<file path="src/rtl/core/sphenic_number_test_macros.svh">
// assertion macros shared by the sphenic number test modules
// no dependencies; expects clk_i and rst_ni in the including module
`ifndef SPHENIC_NUMBER_TEST_MACROS_SVH
`define SPHENIC_NUMBER_TEST_MACROS_SVH

// same-cycle implication, sampled on the rising clock edge
`define SNT_ASSERT_IMP(label, ante, cons) \
  label: assert property (@(posedge clk_i) disable iff (!rst_ni) (ante) |-> (cons)) \
    else $error("sphenic_number_test: check failed");

// next-cycle implication
`define SNT_ASSERT_NXT(label, ante, cons) \
  label: assert property (@(posedge clk_i) disable iff (!rst_ni) (ante) |=> (cons)) \
    else $error("sphenic_number_test: check failed");

`endif

</file>
<file path="src/rtl/core/snt_pkg.sv">
// shared types and constants for the sphenic number test
// no dependencies
package snt_pkg;

  localparam int unsigned VALUE_BITS_DEF = 20;
  localparam int unsigned FACTOR_BITS    = 3;
  localparam logic [FACTOR_BITS-1:0] TARGET_FACTORS = 3'd3;

  typedef enum logic [2:0] {
    S_IDLE,
    S_TEST,
    S_DIV,
    S_REDIV,
    S_DIV2,
    S_FINISH,
    S_REJECT
  } snt_state_e;

  // controller to datapath
  typedef struct packed {
    logic load;
    logic div_go;
    logic take_quot;
    logic next_div;
    logic count_inc;
    logic emit;
    logic verdict_final;
  } snt_cmd_t;

  // datapath to controller
  typedef struct packed {
    logic below_two;
    logic sq_gt;
    logic div_done;
    logic rem_zero;
    logic count_full;
  } snt_status_t;

endpackage

</file>
<file path="src/rtl/core/snt_div.sv">
// iterative restoring divider, one quotient bit per cycle
// depends on nothing; used by snt_dpath
module snt_div #(
  parameter int unsigned VALUE_BITS = 20
) (
  input  logic                  clk_i,
  input  logic                  rst_ni,
  input  logic                  go_i,
  input  logic [VALUE_BITS-1:0] dividend_i,
  input  logic [VALUE_BITS-1:0] divisor_i,
  output logic                  busy_o,
  output logic                  done_o,
  output logic [VALUE_BITS-1:0] quot_o,
  output logic [VALUE_BITS-1:0] rem_o
);

  localparam int unsigned CntW = $clog2(VALUE_BITS);

  logic [CntW-1:0]       cnt_q, cnt_d;
  logic                  busy_q, busy_d;
  logic                  done_q, done_d;
  logic [VALUE_BITS-1:0] quot_q, quot_d;
  logic [VALUE_BITS-1:0] rem_q, rem_d;
  logic [VALUE_BITS-1:0] den_q, den_d;
  logic [VALUE_BITS:0]   trial;
  logic [VALUE_BITS:0]   diff;
  logic                  fits;

  assign trial = {rem_q, quot_q[VALUE_BITS-1]};
  assign diff  = trial - {1'b0, den_q};
  assign fits  = trial >= {1'b0, den_q};

  always_comb begin
    cnt_d  = cnt_q;
    busy_d = busy_q;
    done_d = 1'b0;
    quot_d = quot_q;
    rem_d  = rem_q;
    den_d  = den_q;
    if (go_i) begin
      quot_d = dividend_i;
      rem_d  = '0;
      den_d  = divisor_i;
      cnt_d  = CntW'(VALUE_BITS - 1);
      busy_d = 1'b1;
    end else if (busy_q) begin
      quot_d = {quot_q[VALUE_BITS-2:0], fits};
      rem_d  = fits ? diff[VALUE_BITS-1:0] : trial[VALUE_BITS-1:0];
      if (cnt_q == '0) begin
        busy_d = 1'b0;
        done_d = 1'b1;
      end else begin
        cnt_d = cnt_q - 1'b1;
      end
    end
  end

  always_ff @(posedge clk_i or negedge rst_ni) begin
    if (!rst_ni) begin
      cnt_q  <= '0;
      busy_q <= 1'b0;
      done_q <= 1'b0;
    end else begin
      cnt_q  <= cnt_d;
      busy_q <= busy_d;
      done_q <= done_d;
    end
  end

  always_ff @(posedge clk_i) begin
    quot_q <= quot_d;
    rem_q  <= rem_d;
    den_q  <= den_d;
  end

  assign busy_o = busy_q;
  assign done_o = done_q;
  assign quot_o = quot_q;
  assign rem_o  = rem_q;

endmodule

</file>
<file path="src/rtl/core/snt_dpath.sv">
// datapath: remainder, trial divisor, its square, factor count and result
// depends on snt_pkg, snt_div and the assertion macro header
`include "sphenic_number_test_macros.svh"

module snt_dpath
  import snt_pkg::*;
#(
  parameter int unsigned VALUE_BITS = VALUE_BITS_DEF
) (
  input  logic                  clk_i,
  input  logic                  rst_ni,
  input  snt_cmd_t              cmd_i,
  input  logic [VALUE_BITS-1:0] value_i,
  output snt_status_t           status_o,
  output logic                  done_o,
  output logic                  is_sphenic_o
);

  // square may step past the remainder by about twice the divisor
  localparam int unsigned SqW = VALUE_BITS + 2;

  logic [VALUE_BITS-1:0]  rem_q, rem_d;
  logic [VALUE_BITS-1:0]  div_q, div_d;
  logic [SqW-1:0]         sq_q, sq_d;
  logic [FACTOR_BITS-1:0] count_q, count_d;
  logic                   done_q, done_d;
  logic                   verdict_q, verdict_d;
  logic [FACTOR_BITS-1:0] final_count;
  logic                   div_busy;
  logic                   div_done;
  logic [VALUE_BITS-1:0]  div_quot;
  logic [VALUE_BITS-1:0]  div_rem;

  snt_div #(
    .VALUE_BITS(VALUE_BITS)
  ) u_div (
    .clk_i     (clk_i),
    .rst_ni    (rst_ni),
    .go_i      (cmd_i.div_go),
    .dividend_i(rem_q),
    .divisor_i (div_q),
    .busy_o    (div_busy),
    .done_o    (div_done),
    .quot_o    (div_quot),
    .rem_o     (div_rem)
  );

  // a leftover above one is one more prime
  assign final_count = count_q + {{(FACTOR_BITS-1){1'b0}}, (rem_q > VALUE_BITS'(1))};

  always_comb begin
    rem_d     = rem_q;
    div_d     = div_q;
    sq_d      = sq_q;
    count_d   = count_q;
    done_d    = 1'b0;
    verdict_d = verdict_q;
    if (cmd_i.load) begin
      rem_d   = value_i;
      div_d   = VALUE_BITS'(2);
      sq_d    = SqW'(4);
      count_d = '0;
    end
    if (cmd_i.take_quot) begin
      rem_d = div_quot;
    end
    if (cmd_i.next_div) begin
      // (d+1)^2 = d^2 + 2d + 1
      div_d = div_q + 1'b1;
      sq_d  = sq_q + {1'b0, div_q, 1'b1};
    end
    if (cmd_i.count_inc) begin
      count_d = count_q + 1'b1;
    end
    if (cmd_i.emit) begin
      done_d    = 1'b1;
      verdict_d = cmd_i.verdict_final && (final_count == TARGET_FACTORS);
    end
  end

  always_ff @(posedge clk_i or negedge rst_ni) begin
    if (!rst_ni) begin
      rem_q   <= '0;
      div_q   <= VALUE_BITS'(2);
      sq_q    <= SqW'(4);
      count_q <= '0;
      done_q  <= 1'b0;
    end else begin
      rem_q   <= rem_d;
      div_q   <= div_d;
      sq_q    <= sq_d;
      count_q <= count_d;
      done_q  <= done_d;
    end
  end

  always_ff @(posedge clk_i) begin
    verdict_q <= verdict_d;
  end

  assign status_o.below_two  = rem_q < VALUE_BITS'(2);
  assign status_o.sq_gt      = sq_q > {2'b00, rem_q};
  assign status_o.div_done   = div_done;
  assign status_o.rem_zero   = div_rem == '0;
  assign status_o.count_full = count_q == TARGET_FACTORS;

  assign done_o       = done_q;
  assign is_sphenic_o = verdict_q;

  `SNT_ASSERT_IMP(a_count_bound, 1'b1, count_q <= TARGET_FACTORS)
  `SNT_ASSERT_NXT(a_done_one_cycle, done_q, !done_q)
  `SNT_ASSERT_IMP(a_no_restart_busy, div_busy, !cmd_i.div_go)

endmodule

</file>
<file path="config.mk">
export PLATFORM = sky130hd
export DESIGN_NAME = snt_dpath
export DESIGN_NICKNAME = d
export VERILOG_FILES = /design/src/rtl/core/snt_pkg.sv /design/src/rtl/core/snt_div.sv /design/src/rtl/core/snt_dpath.sv
export VERILOG_INCLUDE_DIRS = /design/src /design/src/rtl/core
export SDC_FILE = /design/constraint.sdc
export NUM_CORES = 1
export LEC_CHECK = 0
export BUFFER_PORTS_ARGS = -buffer_cell sky130_fd_sc_hd__buf_2
export CORE_ASPECT_RATIO = 1.2
export CORE_MARGIN = 10
export CORE_UTILIZATION = 63
export CTS_CLUSTER_SIZE = 16
export DETAILED_ROUTE_END_ITERATION = 12
export GPL_TIMING_DRIVEN = 0
export PLACE_DENSITY = 0.91
export SLEW_MARGIN = 40
export SYNTH_ARGS = -nofsm -noshare
export SYNTH_HDL_FRONTEND = slang
export SYNTH_SLANG_ARGS = --single-unit
</file>
<file path="constraint.sdc">
create_clock -name clk_i -period 2.69 [get_ports clk_i]
set_input_delay 0.4035 -clock clk_i [delete_from_list [all_inputs] [get_ports clk_i]]
set_output_delay 0.4035 -clock clk_i [all_outputs]
set_load 0.01 [all_outputs]
</file>
# After elaboration in Yosys (flattened, before gate mapping)
# Cells that the tools add are included.
[totals]
reg_bits = 134
output_inout_bits = 7
[classes]
eq_ne = 3
reduce_logical = 8
n_addsub = 6
magnitude_cmp = 4
muxes = 21
[ops]
columns = ["operator", "count"]
rows = [
  ["20-bit two-way mux", 7],
  ["22-bit two-way mux", 2],
  ["22-bit by 21-bit adder with 22-bit output", 1],
  ["22-bit by 20-bit greater-than comparator with 1-bit output", 1],
  ["21-bit by 20-bit greater-or-equal comparator with 1-bit output", 1],
  ["20-bit by 1-bit adder with 20-bit output (second input constant)", 1],
  ["20-bit by 1-bit greater-than comparator with 1-bit output (second input constant)", 1],
  ["20-bit logical NOT", 1],
  ["20-bit by 2-bit < comparator with 1-bit output (second input constant)", 1],
  ["20-bit subtractor", 1],
  ["5-bit two-way mux", 3],
  ["2-bit nonzero test", 4],
  ["1-bit two-way mux", 7],
  ["3-bit by 2-bit equality test with 1-bit output (second input constant)", 2],
  ["3-bit two-way mux", 2],
  ["5-bit logical NOT", 1],
  ["5-bit by 1-bit subtractor with 5-bit output (second input constant)", 1],
  ["3-bit by 1-bit adder with 3-bit output", 1],
  ["3-bit by 1-bit adder with 3-bit output (second input constant)", 1],
  ["2-bit != test (second input constant)", 1],
  ["2-bit AND reduction", 1],
  ["1-bit logical AND", 1],
]

# Logic depth before layout (Yosys ltp)
# Gate-level depths: netlist (run 1).
[logic_depth]
depth_word = 4
mapped_depth = 12
mapped_depth_nobuf = 10

# Cells and area by module
# Synthesis (run 1) repeated with hierarchy kept, for this count alone.
[unflattened]
cells_unflattened = 859
hier_area_um2 = 8255.4
[by_module_without_submodules]
columns = ["module", "seq_area_each_um2", "cells_each", "area_per_inst_um2", "instances"]
rows = [
  ["snt_dpath", 1684.1, 514, 4570.6, 1],
  ["snt_div", 1776.7, 345, 3684.8, 1],
]

# Worst setup path after synthesis (run 1)
# No wires, ideal clock.
[synth_path]
path_type = "register to register"
start = "reg u_div.quot_q[19], in the netlist u_div.quot_o[19]"
end = "reg u_div.rem_q[12], in the netlist u_div.rem_o[12]"
setup_time_ns = 0.079
synth_period_minus_slack_ns = 2.257
slack_ns = 0.433
n_path_buf = 0
t_arrival_ns = 2.177
path_stages_with_launch = 11
required_time_ns = 2.611
cell_sequence = "edfxtp_1 inv_1 ha_1 fa_1 and2b_1 o31a_1 o21bai_2 o21ai_0 xor2_1 mux2i_1 a211oi_2"
[synth_via]
elab_chain_len = 2
[synth_lines]
columns = ["item", "line_no", "source"]
rows = [
  ["from (decl)", "snt_div.sv:22", "logic [VALUE_BITS-1:0] quot_q, quot_d;"],
  ["from (signal assigned)", "snt_div.sv:71", "quot_q <= quot_d;"],
  ["20-bit subtractor or 21-bit by 20-bit greater-or-equal comparator with 1-bit output (tied branches)", "snt_div.sv:30, snt_div.sv:31", ""],
  ["20-bit two-way mux *", "snt_div.sv:48", "rem_d = fits ? diff[VALUE_BITS-1:0] : trial[VALUE_BITS-1:0];"],
  ["to (signal assigned)", "snt_div.sv:72", "rem_q <= rem_d;"],
  ["to (decl)", "snt_div.sv:23", "logic [VALUE_BITS-1:0] rem_q, rem_d;"],
]
# Every way passes the cells marked *; elsewhere a longest branch is shown, timed or not.
# A chain may end at the register's enable or synchronous reset.

==> results of run 1 <==
## flip-flops by register name, indices dropped and copies added (netlist names)
signal	flops
sq_q	22
div_q	20
rem_q	20
u_div.den_q	20
u_div.quot_o	20
u_div.rem_o	20
u_div.cnt_q	5
count_q	3
done_o	1
is_sphenic_o	1
u_div.busy_o	1
u_div.done_o	1
## what timing repair did
action                                  CTS  global route
pin swaps                                 2             4
gates resized for setup                   7             7
hold buffers                              1             0
buffers inserted                          3             1
hold endpoints to repair                 19             0
endpoints found under the setup margin    4            30
## cell usage in the layout (no fill, tap or decap), types with 20 or more instances in the layout
cell      synthesis  routed
nand2_1          78      78
inv_1            55      54
edfxtp_1         41      41
dfxtp_1          20      20
a21oi_1          41      40
ha_1             67      67
mux2i_1          32      32
nand3_1          26      26
nor2_1           51      51
mux2_2           21      21
buf_2             5      38
o21ai_0          62      59
dfrtp_1          71      71
## per-layer routing
| layer | vias up | track usage | share of wire |
|---|---|---|---|
| met5 | - | 0 | 0 |
| met4 | 0 | 0.1557 | 0.057 |
| met3 | 119 | 0.04876 | 0.069 |
| met2 | 418 | 0.4033 | 0.50 |
| met1 | 3491 | 0.2632 | 0.37 |
| li1 | 3252 | - | - |
## per-stage QoR
stage / instance area, um2 / hold slack (ns) / setup TNS (ns) / total power [uW]
floorplan: 8308 / 0.1079 / 0 / 4635
global placement: 8683 / 0.4584 / -0.3629 / 5160
detailed placement: 8717 / 0.2694 / -0.5561 / 5272
CTS: 9358 / 0.09919 / -0.05999 / 7671
global route: 9395 / 0.09878 / -0.1793 / 8190
finish: 9395 / 0.1057 / -0.08465 / 7804
## worst max path at each step
| stage | to | depth (start not counted) | slack (ns) | from |
|---|---|---|---|---|
| finish | status_o[3] | 10 | -0.08 | rem_q[1] |
| global route | status_o[3] | 10 | -0.16 | rem_q[1] |
| detailed placement | u_div.rem_o[16] | 10 | -0.22 | u_div.quot_o[19] |
| CTS | status_o[3] | 10 | -0.06 | rem_q[1] |
| floorplan | u_div.rem_o[12] | 10 | 0.43 | u_div.quot_o[19] |
| global placement | u_div.rem_o[16] | 10 | -0.18 | u_div.quot_o[19] |
## final cells by class
| type | instances | area share |
|---|---|---|
| multi-input combinational | 627 | 0.4802 |
| sequential | 134 | 0.3684 |
| clock buffer | 19 | 0.04821 |
| timing repair buffer | 40 | 0.02597 |
| inverter | 55 | 0.02237 |
| tap | 164 | 0.02184 |
| buffer | 33 | 0.01838 |
| clock inverter | 13 | 0.01465 |
## critical path, stage by stage, from the launching register on
cell	delay, ns
dfrtp_1	0.35
inv_1	0.05
ha_1	0.30
nor2b_1	0.13
o21a_1	0.16
o21a_1	0.19
o21ai_2	0.17
a21oi_2	0.09
o31ai_2	0.23
a21oi_1	0.12
buf_2	0.16
## power by group through the flow
stage,registers (uW),logic (uW),clock network (uW)
2_1_floorplan,2680,1960,0
3_3_place_gp,2780,2380,0
3_5_place_dp,2790,2480,0
4_1_cts,2750,2580,2330
5_1_grt,2800,2960,2430
6_report,2770,2700,2330
## cells in the mapped netlist (19+ instances only)
cell type | n | area [um2]
xnor2_1 | 19 | 166.4
nor2_1 | 51 | 191.4
edfxtp_1 | 41 | 1231
mux2i_1 | 32 | 320.3
dfxtp_1 | 20 | 400.4
nand2_1 | 78 | 292.8
o21ai_0 | 62 | 310.3
a21oi_1 | 41 | 205.2
nand3_1 | 26 | 130.1
ha_1 | 67 | 838.3
inv_1 | 55 | 206.5
mux2_2 | 21 | 236.5
dfrtp_1 | 71 | 1777
## kinds of logic after synthesis
| kind of cell | synth area share |
|---|---|
| compound gates | 0.1934 |
| mux | 0.06702 |
| simple gates | 0.1390 |
| fa+ha+maj | 0.1057 |
| flops | 0.4166 |
| xor+xnor | 0.03268 |
| buf+inv | 0.04563 |
==> results.md, run 1 <==
- EDFF count, synth: 41
- Layout area overhead: 13.09%
- Flops & latches, synth: 134
- DRC violations left: 0
- Max-Cap Viols: 0
- Largest net degree at the start of global routing: 54
- Total GRT Usage: 0.2374
- Antenna Cells: 0
- Post-route insts no fill: 1085
- Worst R2R Path Depth: 10
- Post-synth top flop: dfrtp_1
- Clock tree root driver cell: clkbuf_16
- Worst r2r src: u_div.quot_o[19]
- CTS tree: yes
- Synth cell types: 69
- Sequential area share after synthesis: 0.4166
- Worst skew pair latency: 0.43 ns
- Vias per cell: 6.710
- Multi-input gate area: 4512 um2
- Initial cell density of the core: 0.6500
- Peak fanout along the critical path: 2
- Reg-to-reg endpoint: u_div.rem_o[18]
- Ys async rst share: 0.5448
- Layout Nets: 1006
- Synth Instances: 849
- Clock power share: 0.299
- Combinational share of power: 0.346
- Min Tclk post-route: 2.775 ns
- Core Util, Final: 0.7351
- Fillers: 816
- NetSw: 2811 uW
- Worst slew margin: 0.4782
- Dpl cells: 1048
- First-pass GRT wire length: 36180 um
- Status: finished with violations
- Post-synth net total: 947
- Crit path capture type: output port
- Port Buf Inserts: 34
- P per Cell Area: 830.6 nW/um2
- Sequential share of power: 0.355
- CTS Buf Count: 17
- Initial antenna violation count: 0
- Total Wirelength: 21980 um
- Number of instances on the worst hold path: 1
- Maximum clock path buffer count: 2
- # IOs: 36
- Site Rows: 45
- Via Count: 7280
- P_int: 4993 uW
- Clk pin slew, worst setup/hold paths: 0.06 ns
- Drt first pass iters: 6
- Worst min path class: in2reg
- Setup WS pre-CTS: -0.2175 ns
- RSZ-0062 raised after global routing: yes
- Mean Syn Cell Area: 9.786 um2
- Slew of the pin with the lowest slew margin: 0.7826 ns
- Share of cells above drive strength 1: 0.1444
- Max Slew Vio Count: 0
- Final ANT Viol Nets: 0
- Net Sw Frac: 0.3602
- Element type at the critical path start: flip-flop
- Sink Count: 134
- VDD IR max: 0.4930 mV
- 1st-iter DRT viols: 747
- Horiz. Die Dim: 124.8 um
- Worst Setup Slack, final: -0.08465 ns
- Die height: 145.8 um
- Synthesized area: 8308 um2
- Hold worst-path end: done_o
- H-tree lvl count: 4
- Crit path arrival time: 2.37 ns
- Vias in the first global route: 7334
- Failing checks: negative setup slack
- Yosys warning count: 0
- Final worst path period share: 1.031
- Core area: 12780 um2
- Hold wc startpoint: cmd_i[1]
- Area taken by flip-flops and latches: 3461 um2
- Leakage: 0.004254 uW
- Max frequency: 360.4 MHz
- Wire per inst: 20.25 um
- HPWL Detailed: 14940 um
- Fin. Hold Viols: 0
- Clock Skews: 0.007805 ns
- Routability congestion estimate: 0.9500
- Die ar.: 18200 um2
- Critical Path RT: 2.29 ns
- FF-to-FF setup slack: 0.06 ns
- # setup viols final: 1
- Overflow after GRT: 0
- CP Class: reg2out
No activity file was read; power rests on OpenSTA's default activity.
==> run 2, diff against run 1 <==
--- a/config.mk
+++ b/config.mk
@@ -12,7 +12,6 @@
 export CORE_UTILIZATION = 63
 export CTS_CLUSTER_SIZE = 16
 export DETAILED_ROUTE_END_ITERATION = 12
-export GPL_TIMING_DRIVEN = 0
 export PLACE_DENSITY = 0.91
 export SLEW_MARGIN = 40
 export SYNTH_ARGS = -nofsm -noshare
==> run 2 against run 1 <==
Against the previous run: the run still ends with negative setup slack left; sequential share of layout area shrank 0.15 points; global-route usage shrank 0.23 points; via count shrank 1.5%; count of clock-buffer cells in the layout shrank 1; setup slack gained 0.055 ns; total power grew 2.2%; critical endpoint unchanged; largest cell class unchanged; largest power group unchanged.
==> results.md, run 2 (synthesis gave the netlist of run 1 again) <==
- Worst skew pair latency: 0.43 ns (about the same)
- Leakage: 0.004298 uW (+1.0%)
- # IOs: 36 (unchanged)
- WP buf/inv: 2 (unchanged)
- CTS tree: yes
- P per Cell Area: 844.7 nW/um2 (+1.7%)
- Post-route insts no fill: 1077 (-0.74%)
- Element type at the critical path start: flip-flop
- Antenna Cells: 0 (unchanged)
- Hold wc startpoint: cmd_i[1]
- Met3 Usage GRT: 0.05422 (+0.005459)
- DRC violations left: 0 (unchanged)
- Crit path capture type: output port
- CP top delay family: compound AO/OA/AOI/OAI gates
- Initial antenna violation count: 0 (unchanged)
- Worst r2r src: u_div.quot_o[19]
- Worst Setup Slack, final: -0.02976 ns (+0.05489 ns)
- Overflow after GRT: 0 (unchanged)
- Die ar.: 18200 um2 (unchanged)
- Layout Nets: 998 (-0.80%)
- Drt first pass iters: 6 (unchanged)
- Largest register FFs: 22 (unchanged)
- Clock Skews: 0.01408 ns (+0.006274 ns)
- Maximum clock path buffer count: 2 (unchanged)
- # setup viols final: 1 (unchanged)
- Reg-to-reg endpoint: u_div.rem_o[16]
- Worst Setup SP: rem_q[19]
- Largest net degree at the start of global routing: 41 (-24%)
- RSZ-0062 raised after global routing: yes
- Area taken by flip-flops and latches: 3463 um2 (about the same)
- Fin. Hold Viols: 0 (unchanged)
- Status: finished with violations
- Min Tclk post-route: 2.720 ns (-0.05489 ns)
- GR peak layer: met2
- Horiz. Die Dim: 124.8 um (unchanged)
- FF-to-FF setup slack: 0.08 ns (+0.02 ns)
- Critical path cell sequence: inv_1 > ha_1 > a2111o_1 > a2111oi_2 > a21oi_1 > buf_2
- Max incr delay on CP: 0.45 ns (+0.10 ns)
- HPWL Detailed: 14460 um (-3.2%)
- Die height: 145.8 um (unchanged)
- CP Class: reg2out
- Fillers: 785 (-3.8%)
- Initial cell density of the core: 0.6500 (unchanged)
- Wire per inst: 20.53 um (+1.3%)
- Max-Cap Viols: 0 (unchanged)
- Worst min path class: in2reg
- Port Buf Inserts: 35 (+2.9%)
- Total Wirelength: 22110 um (+0.59%)
- Clk pin slew, worst setup/hold paths: 0.07 ns (about the same)
- Commonest non-fill, non-tap cell in the layout: nand2_1
- Core Util, Final: 0.7387 (+0.003623)
- First-pass GRT wire length: 35760 um (-1.2%)
- Crit path depth: 6 (-4)
- 1st-iter DRT viols: 726 (-2.8%)
- Met2 usage: 0.4046 (+0.001314)
- Peak fanout along the critical path: 2 (unchanged)
- Clock tree root driver cell: clkbuf_16
- Max Slew Vio Count: 0 (unchanged)
- Crit path to: status_o[3]
- Total GRT Usage: 0.2352 (-0.002294)
- Post-route setup TNS: -0.02976 ns (+0.05489 ns)
- Failing checks: negative setup slack
- Crit path arrival time: 2.32 ns (-0.05 ns)
- Met1 global-route usage: 0.2600 (-0.003132)
- Multi-input gate area: 4532 um2 (+0.44%)
- WHS: 0.1069 ns (+0.001234 ns)
- CP max-delay cell: a2111o_1
- Slew of the pin with the lowest slew margin: 0.6752 ns (-0.1075 ns)
- Worst slew margin: 0.5499 (+0.07164)
- Most frequent cells in the layout: 78 x nand2_1, 69 x dfrtp_1, 66 x ha_1
- Share of cells above drive strength 1: 0.1621 (+0.01769)
- Top reg by flops: sq_q
- Site Rows: 45 (unchanged)
- Worst R2R Path Depth: 11 (+1)
- VDD IR max: 0.5375 mV (+9.0%)
- Max frequency: 367.7 MHz (+2.0%)
- Vias per cell: 6.656 (-0.81%)
- CTS Buf Count: 17 (unchanged)
- Final ANT Viol Nets: 0 (unchanged)
- H-tree lvl count: 4 (unchanged)
- Sink Count: 134 (unchanged)
- Routability congestion estimate: 0.9297 (-2.1%)
- Layout area overhead: 13.64%
- Via Count: 7168 (-1.5%)
- Dpl cells: 1036 (-1.1%)
- Final worst path period share: 1.011 (-0.02040)
- Critical Path RT: 2.29 ns (about the same)
- Vias in the first global route: 7284 (-0.68%)
- Core area: 12780 um2 (unchanged)
run 2: worst min path at each step:
stage            endpoint  slack [ns]  depth (start not counted)
6_report           done_o        0.11                          1
5_1_grt            done_o         0.1                          1
4_1_cts            done_o        0.09                          1
3_5_place_dp     div_q[5]        0.39                          1
3_3_place_gp     div_q[5]        0.39                          1
2_1_floorplan  count_q[0]        0.11                          0
run 2: through the flow:
step	instance area (um2)	setup slack [ns]	total power [uW]
2_1_floorplan	8308	0.4333	4635
3_3_place_gp	8676	0.1447	5159
3_5_place_dp	8676	0.1222	5242
4_1_cts	9397	-0.004766	7840
5_1_grt	9442	-0.1019	8359
6_report	9442	-0.02976	7976
run 2: cell type report:
cell class              instances  area share
repair buffers                 65     0.04294
multi-input cells             627      0.4800
flip-flops and latches        134      0.3668
clock inverters                14     0.02120
clock buffers                  18     0.04545
well taps                     164     0.02173
inverters                      55     0.02187
run 2: worst reg2reg max path, cell delays in order, from the launching register on:
cell      delay [ns]
edfxtp_1        0.36
inv_1           0.10
ha_1            0.24
fa_1            0.40
and2b_1         0.23
o31a_1          0.22
o21bai_4        0.10
o21ai_1         0.15
buf_4           0.17
a21oi_1         0.09
a311oi_2        0.30
o21ai_0         0.12
run 2: metal layers:
| metal | wire length (um) | vias up | share of wire |
|---|---|---|---|
| met2 | 10990 | 393 | 0.50 |
| met1 | 8490 | 3437 | 0.38 |
| met4 | 1207 | 0 | 0.055 |
| li1 | - | 3231 | - |
| met3 | 1418 | 107 | 0.064 |
| met5 | 0 | - | 0 |
run 2: where the power goes:
group	internal [uW]	switching [uW]	total [uW]
logic	1180	1510	2690
clock network	1560	935	2500
registers	2450	334	2780
total	5200	2780	7980
run 2: timing repair:
action,CTS,global route
setup endpoints to repair,1,5
pin swaps,9,5
resized for setup,7,11
setup buffers,8,0
endpoints found under the hold margin,32,0
hold buffers,1,0
==> run 3, diff against run 2 <==
--- a/config.mk
+++ b/config.mk
@@ -7,12 +7,11 @@
 export NUM_CORES = 1
 export LEC_CHECK = 0
 export BUFFER_PORTS_ARGS = -buffer_cell sky130_fd_sc_hd__buf_2
-export CORE_ASPECT_RATIO = 1.2
-export CORE_MARGIN = 10
 export CORE_UTILIZATION = 63
 export CTS_CLUSTER_SIZE = 16
 export DETAILED_ROUTE_END_ITERATION = 12
 export PLACE_DENSITY = 0.91
+export SETUP_SLACK_MARGIN = 0.4
 export SLEW_MARGIN = 40
 export SYNTH_ARGS = -nofsm -noshare
 export SYNTH_HDL_FRONTEND = slang
==> run 3 against run 2 <==
Against the previous run: the flow finishes with violations (negative hold slack, negative setup slack); clock power about the same; critical path type is now reg2reg; die area down 25%; non-clock buffer count up 30.
==> results.md, run 3 (synthesis gave the netlist of run 1 again) <==
- Via Count: 8537 (+19%)
- Clock power share: 0.249 (-0.064)
- Post-route setup TNS: -2.644 ns (-2.614 ns)
- Met1 global-route usage: 0.4366 (+0.1766)
- Die height: 116.8 um (-20%)
- Most frequent cells in the layout: 75 x nand2_1, 66 x dfrtp_1, 50 x inv_1
- Cell area after layout: 10500 um2 (+11%)
- HPWL Detailed: 13430 um (-7.1%)
- Total Wirelength: 32840 um (+49%)
- Peak fanout along the critical path: 7 (+5)
- Share of cells above drive strength 1: 0.2959 (+0.1338)
- H-tree lvl count: 4 (unchanged)
- First-pass GRT wire length: 39500 um (+10%)
- Die ar.: 13650 um2 (-25%)
- Layout Nets: 1028 (+3.0%)
- CP max-delay cell: o21ai_0
- Slew of the pin with the lowest slew margin: 1.273 ns (+0.5977 ns)
- Min Tclk post-route: 3.088 ns (+0.3682 ns)
- Vias per cell: 7.629 (+15%)
- Critical Path RT: 3.00 ns (+0.71 ns)
- # IOs: 36 (unchanged)
- Overflow after GRT: 0 (unchanged)
- Crit path arrival time: 3.39 ns (+1.07 ns)
- Failing checks: negative hold slack, negative setup slack
- Port Buf Inserts: 35 (unchanged)
- Final worst path period share: 1.148 (+0.1369)
- Horiz. Die Dim: 116.8 um (-6.4%)
- Fillers: 566 (-28%)
- Max Slew Vio Count: 0 (unchanged)
- Fin. Hold Viols: 22 (+22)
- Worst R2R Path Depth: 8 (-3)
- Worst r2r src: u_div.den_q[8]
- Max-Cap Viols: 0 (unchanged)
- Met3 Usage GRT: 0.1066 (+0.05237)
- Top reg by flops: sq_q
- Clk pin slew, worst setup/hold paths: 0.07 ns (about the same)
- P_int: 5959 uW (+15%)
- Sink Count: 134 (unchanged)
- Worst min path class: in2async
- # setup viols final: 21 (+20)
- Core area: 12720 um2 (-0.46%)
- Initial antenna violation count: 6 (+6)
- WP buf/inv: 1 (-1)
- Layout area overhead: 26.43%
- Worst Setup Slack, final: -0.3980 ns (-0.3682 ns)
- Status: finished with violations
- Maximum clock path buffer count: 2 (unchanged)
- Core Util, Final: 0.8256 (+0.08691)
- CP top delay family: compound AO/OA/AOI/OAI gates
- CP Class: reg2reg
- Placed Area: 8645 um2 (-0.36%)
- Initial cell density of the core: 0.6530 (+0.003005)
- Setup WS pre-CTS: 0.09298 ns (-0.02927 ns)
- Routability congestion estimate: 0.9209 (-0.95%)
- Drt first pass iters: 8 (+2)
- Critical path cell sequence: inv_1 > ha_4 > o21a_1 > o21ai_0 > a32oi_4 > a311oi_2 > xor2_1 > o21ai_1
- Clock Skews: 0.01875 ns (+0.004674 ns)
- CTS tree: yes
- DRC violations left: 0 (unchanged)
- Crit path capture type: flip-flop
- Largest register FFs: 22 (unchanged)
- Worst skew pair latency: 0.45 ns (+0.02 ns)
- Largest net degree at the start of global routing: 74 (+80%)
- Sequential share of power: 0.295 (-0.054)
- Element type at the critical path start: flip-flop
- Total GRT Usage: 0.3886 (+0.1535)
- Hold_buf cts: 0 (-1)
- GR peak layer: met2
- Combinational share of power: 0.457 (+0.119)
- VDD IR max: 0.5092 mV (-5.3%)
- Worst slew margin: 0.1425 (-0.4074)
- P per Cell Area: 947.4 nW/um2 (+12%)
- FF-to-FF setup slack: -0.40 ns (-0.48 ns)
- Met2 usage: 0.6600 (+0.2554)
- Max incr delay on CP: 1.00 ns (+0.55 ns)
- Final ANT Viol Nets: 0 (unchanged)
- Leakage: 0.004545 uW (+5.7%)
- CTS Buf Count: 17 (unchanged)
- Net Sw Frac: 0.4012 (+0.05262)
- Site Rows: 41 (-8.9%)
- Vias in the first global route: 7590 (+4.2%)
- NetSw: 3992 uW (+44%)
- 1st-iter DRT viols: 1559 (+110%)
- Wire per inst: 29.35 um (+43%)
- Commonest non-fill, non-tap cell in the layout: nand2_1
- Clock tree root driver cell: clkbuf_16
- WHS: -0.01736 ns (-0.1243 ns)
- Reg-to-reg endpoint: u_div.rem_o[18]
- RSZ-0062 raised after global routing: yes
- Max frequency: 323.8 MHz (-12%)
-- run 3: cell count changes in the layout (fill, tap and decap cells not counted), sizes merged --
cell,delta
buf,+31
clkbuf,+6
diode,+4
clkinv,-3
inv,-3
bufinv,-1
clkinvlp,+1
dlygate4sd3,-1
-- run 3: area by class of cell --
type,instances,area (um2),area share
clock buffer,24,471.7,0.04491
clock inverter,8,123.9,0.01179
inverter,55,206.4,0.01965
multi-input combinational,627,5295,0.5041
tap,172,215.2,0.02049
antenna,4,10.01,0.0009530
timing repair buffer,95,704.4,0.06706
sequential,134,3477,0.3310
-- run 3: power by group through the flow --
| stage | registers (uW) | logic [uW] | clock network, uW |
|---|---|---|---|
| final | 2930 | 4550 | 2470 |
| after global routing | 2940 | 4760 | 2510 |
| after CTS | 2780 | 3140 | 2370 |
| after detailed placement | 2780 | 2420 | 0 |
| after global placement | 2760 | 2310 | 0 |
| after floorplan | 2680 | 1960 | 0 |
-- run 3: per-stage QoR --
stage | power [uW] | instances
finish | 9951 | 1119
global route | 10210 | 1117
CTS | 8298 | 1092
detailed placement | 5194 | 1038
global placement | 5068 | 1038
floorplan | 4635 | 849
-- run 3: what timing repair did --
| action | 4_1_cts | 5_1_grt |
|---|---|---|
| resized for setup | 87 | 98 |
| pin swaps | 43 | 55 |
| cloned | 1 | 0 |
| buffers inserted | 21 | 23 |
| endpoints found under the setup margin | 36 | 39 |
-- run 3: worst register-to-register path, stage by stage, from the launching register on --
cell and delay, ns:
edfxtp_1 0.42, inv_1 0.31, ha_4 0.31, o21a_1 0.18
o21ai_0 1.00, a32oi_4 0.13, a311oi_2 0.32, xor2_1 0.18
o21ai_1 0.10
-- run 3: layer usage --
metal  up-vias  part of all wire  wire, um
met4        10             0.099      3238
met5         -            0.0057       188
li1       3292                 -         -
met2       905              0.44     14480
met1      3964              0.31     10310
met3       366              0.14      4623
-- run 3: worst max path at each step --
stage / from / endpoint / slack, ns / cells after the start
after floorplan: u_div.quot_o[19] / u_div.rem_o[12] / 0.43 / 10
final: u_div.den_q[8] / u_div.rem_o[18] / -0.40 / 8
after detailed placement: u_div.quot_o[19] / u_div.rem_o[12] / 0.09 / 10
after CTS: rem_q[1] / status_o[3] / -0.02 / 10
after global placement: u_div.quot_o[19] / u_div.rem_o[16] / 0.22 / 10
after global routing: sq_q[0] / status_o[3] / -0.44 / 10
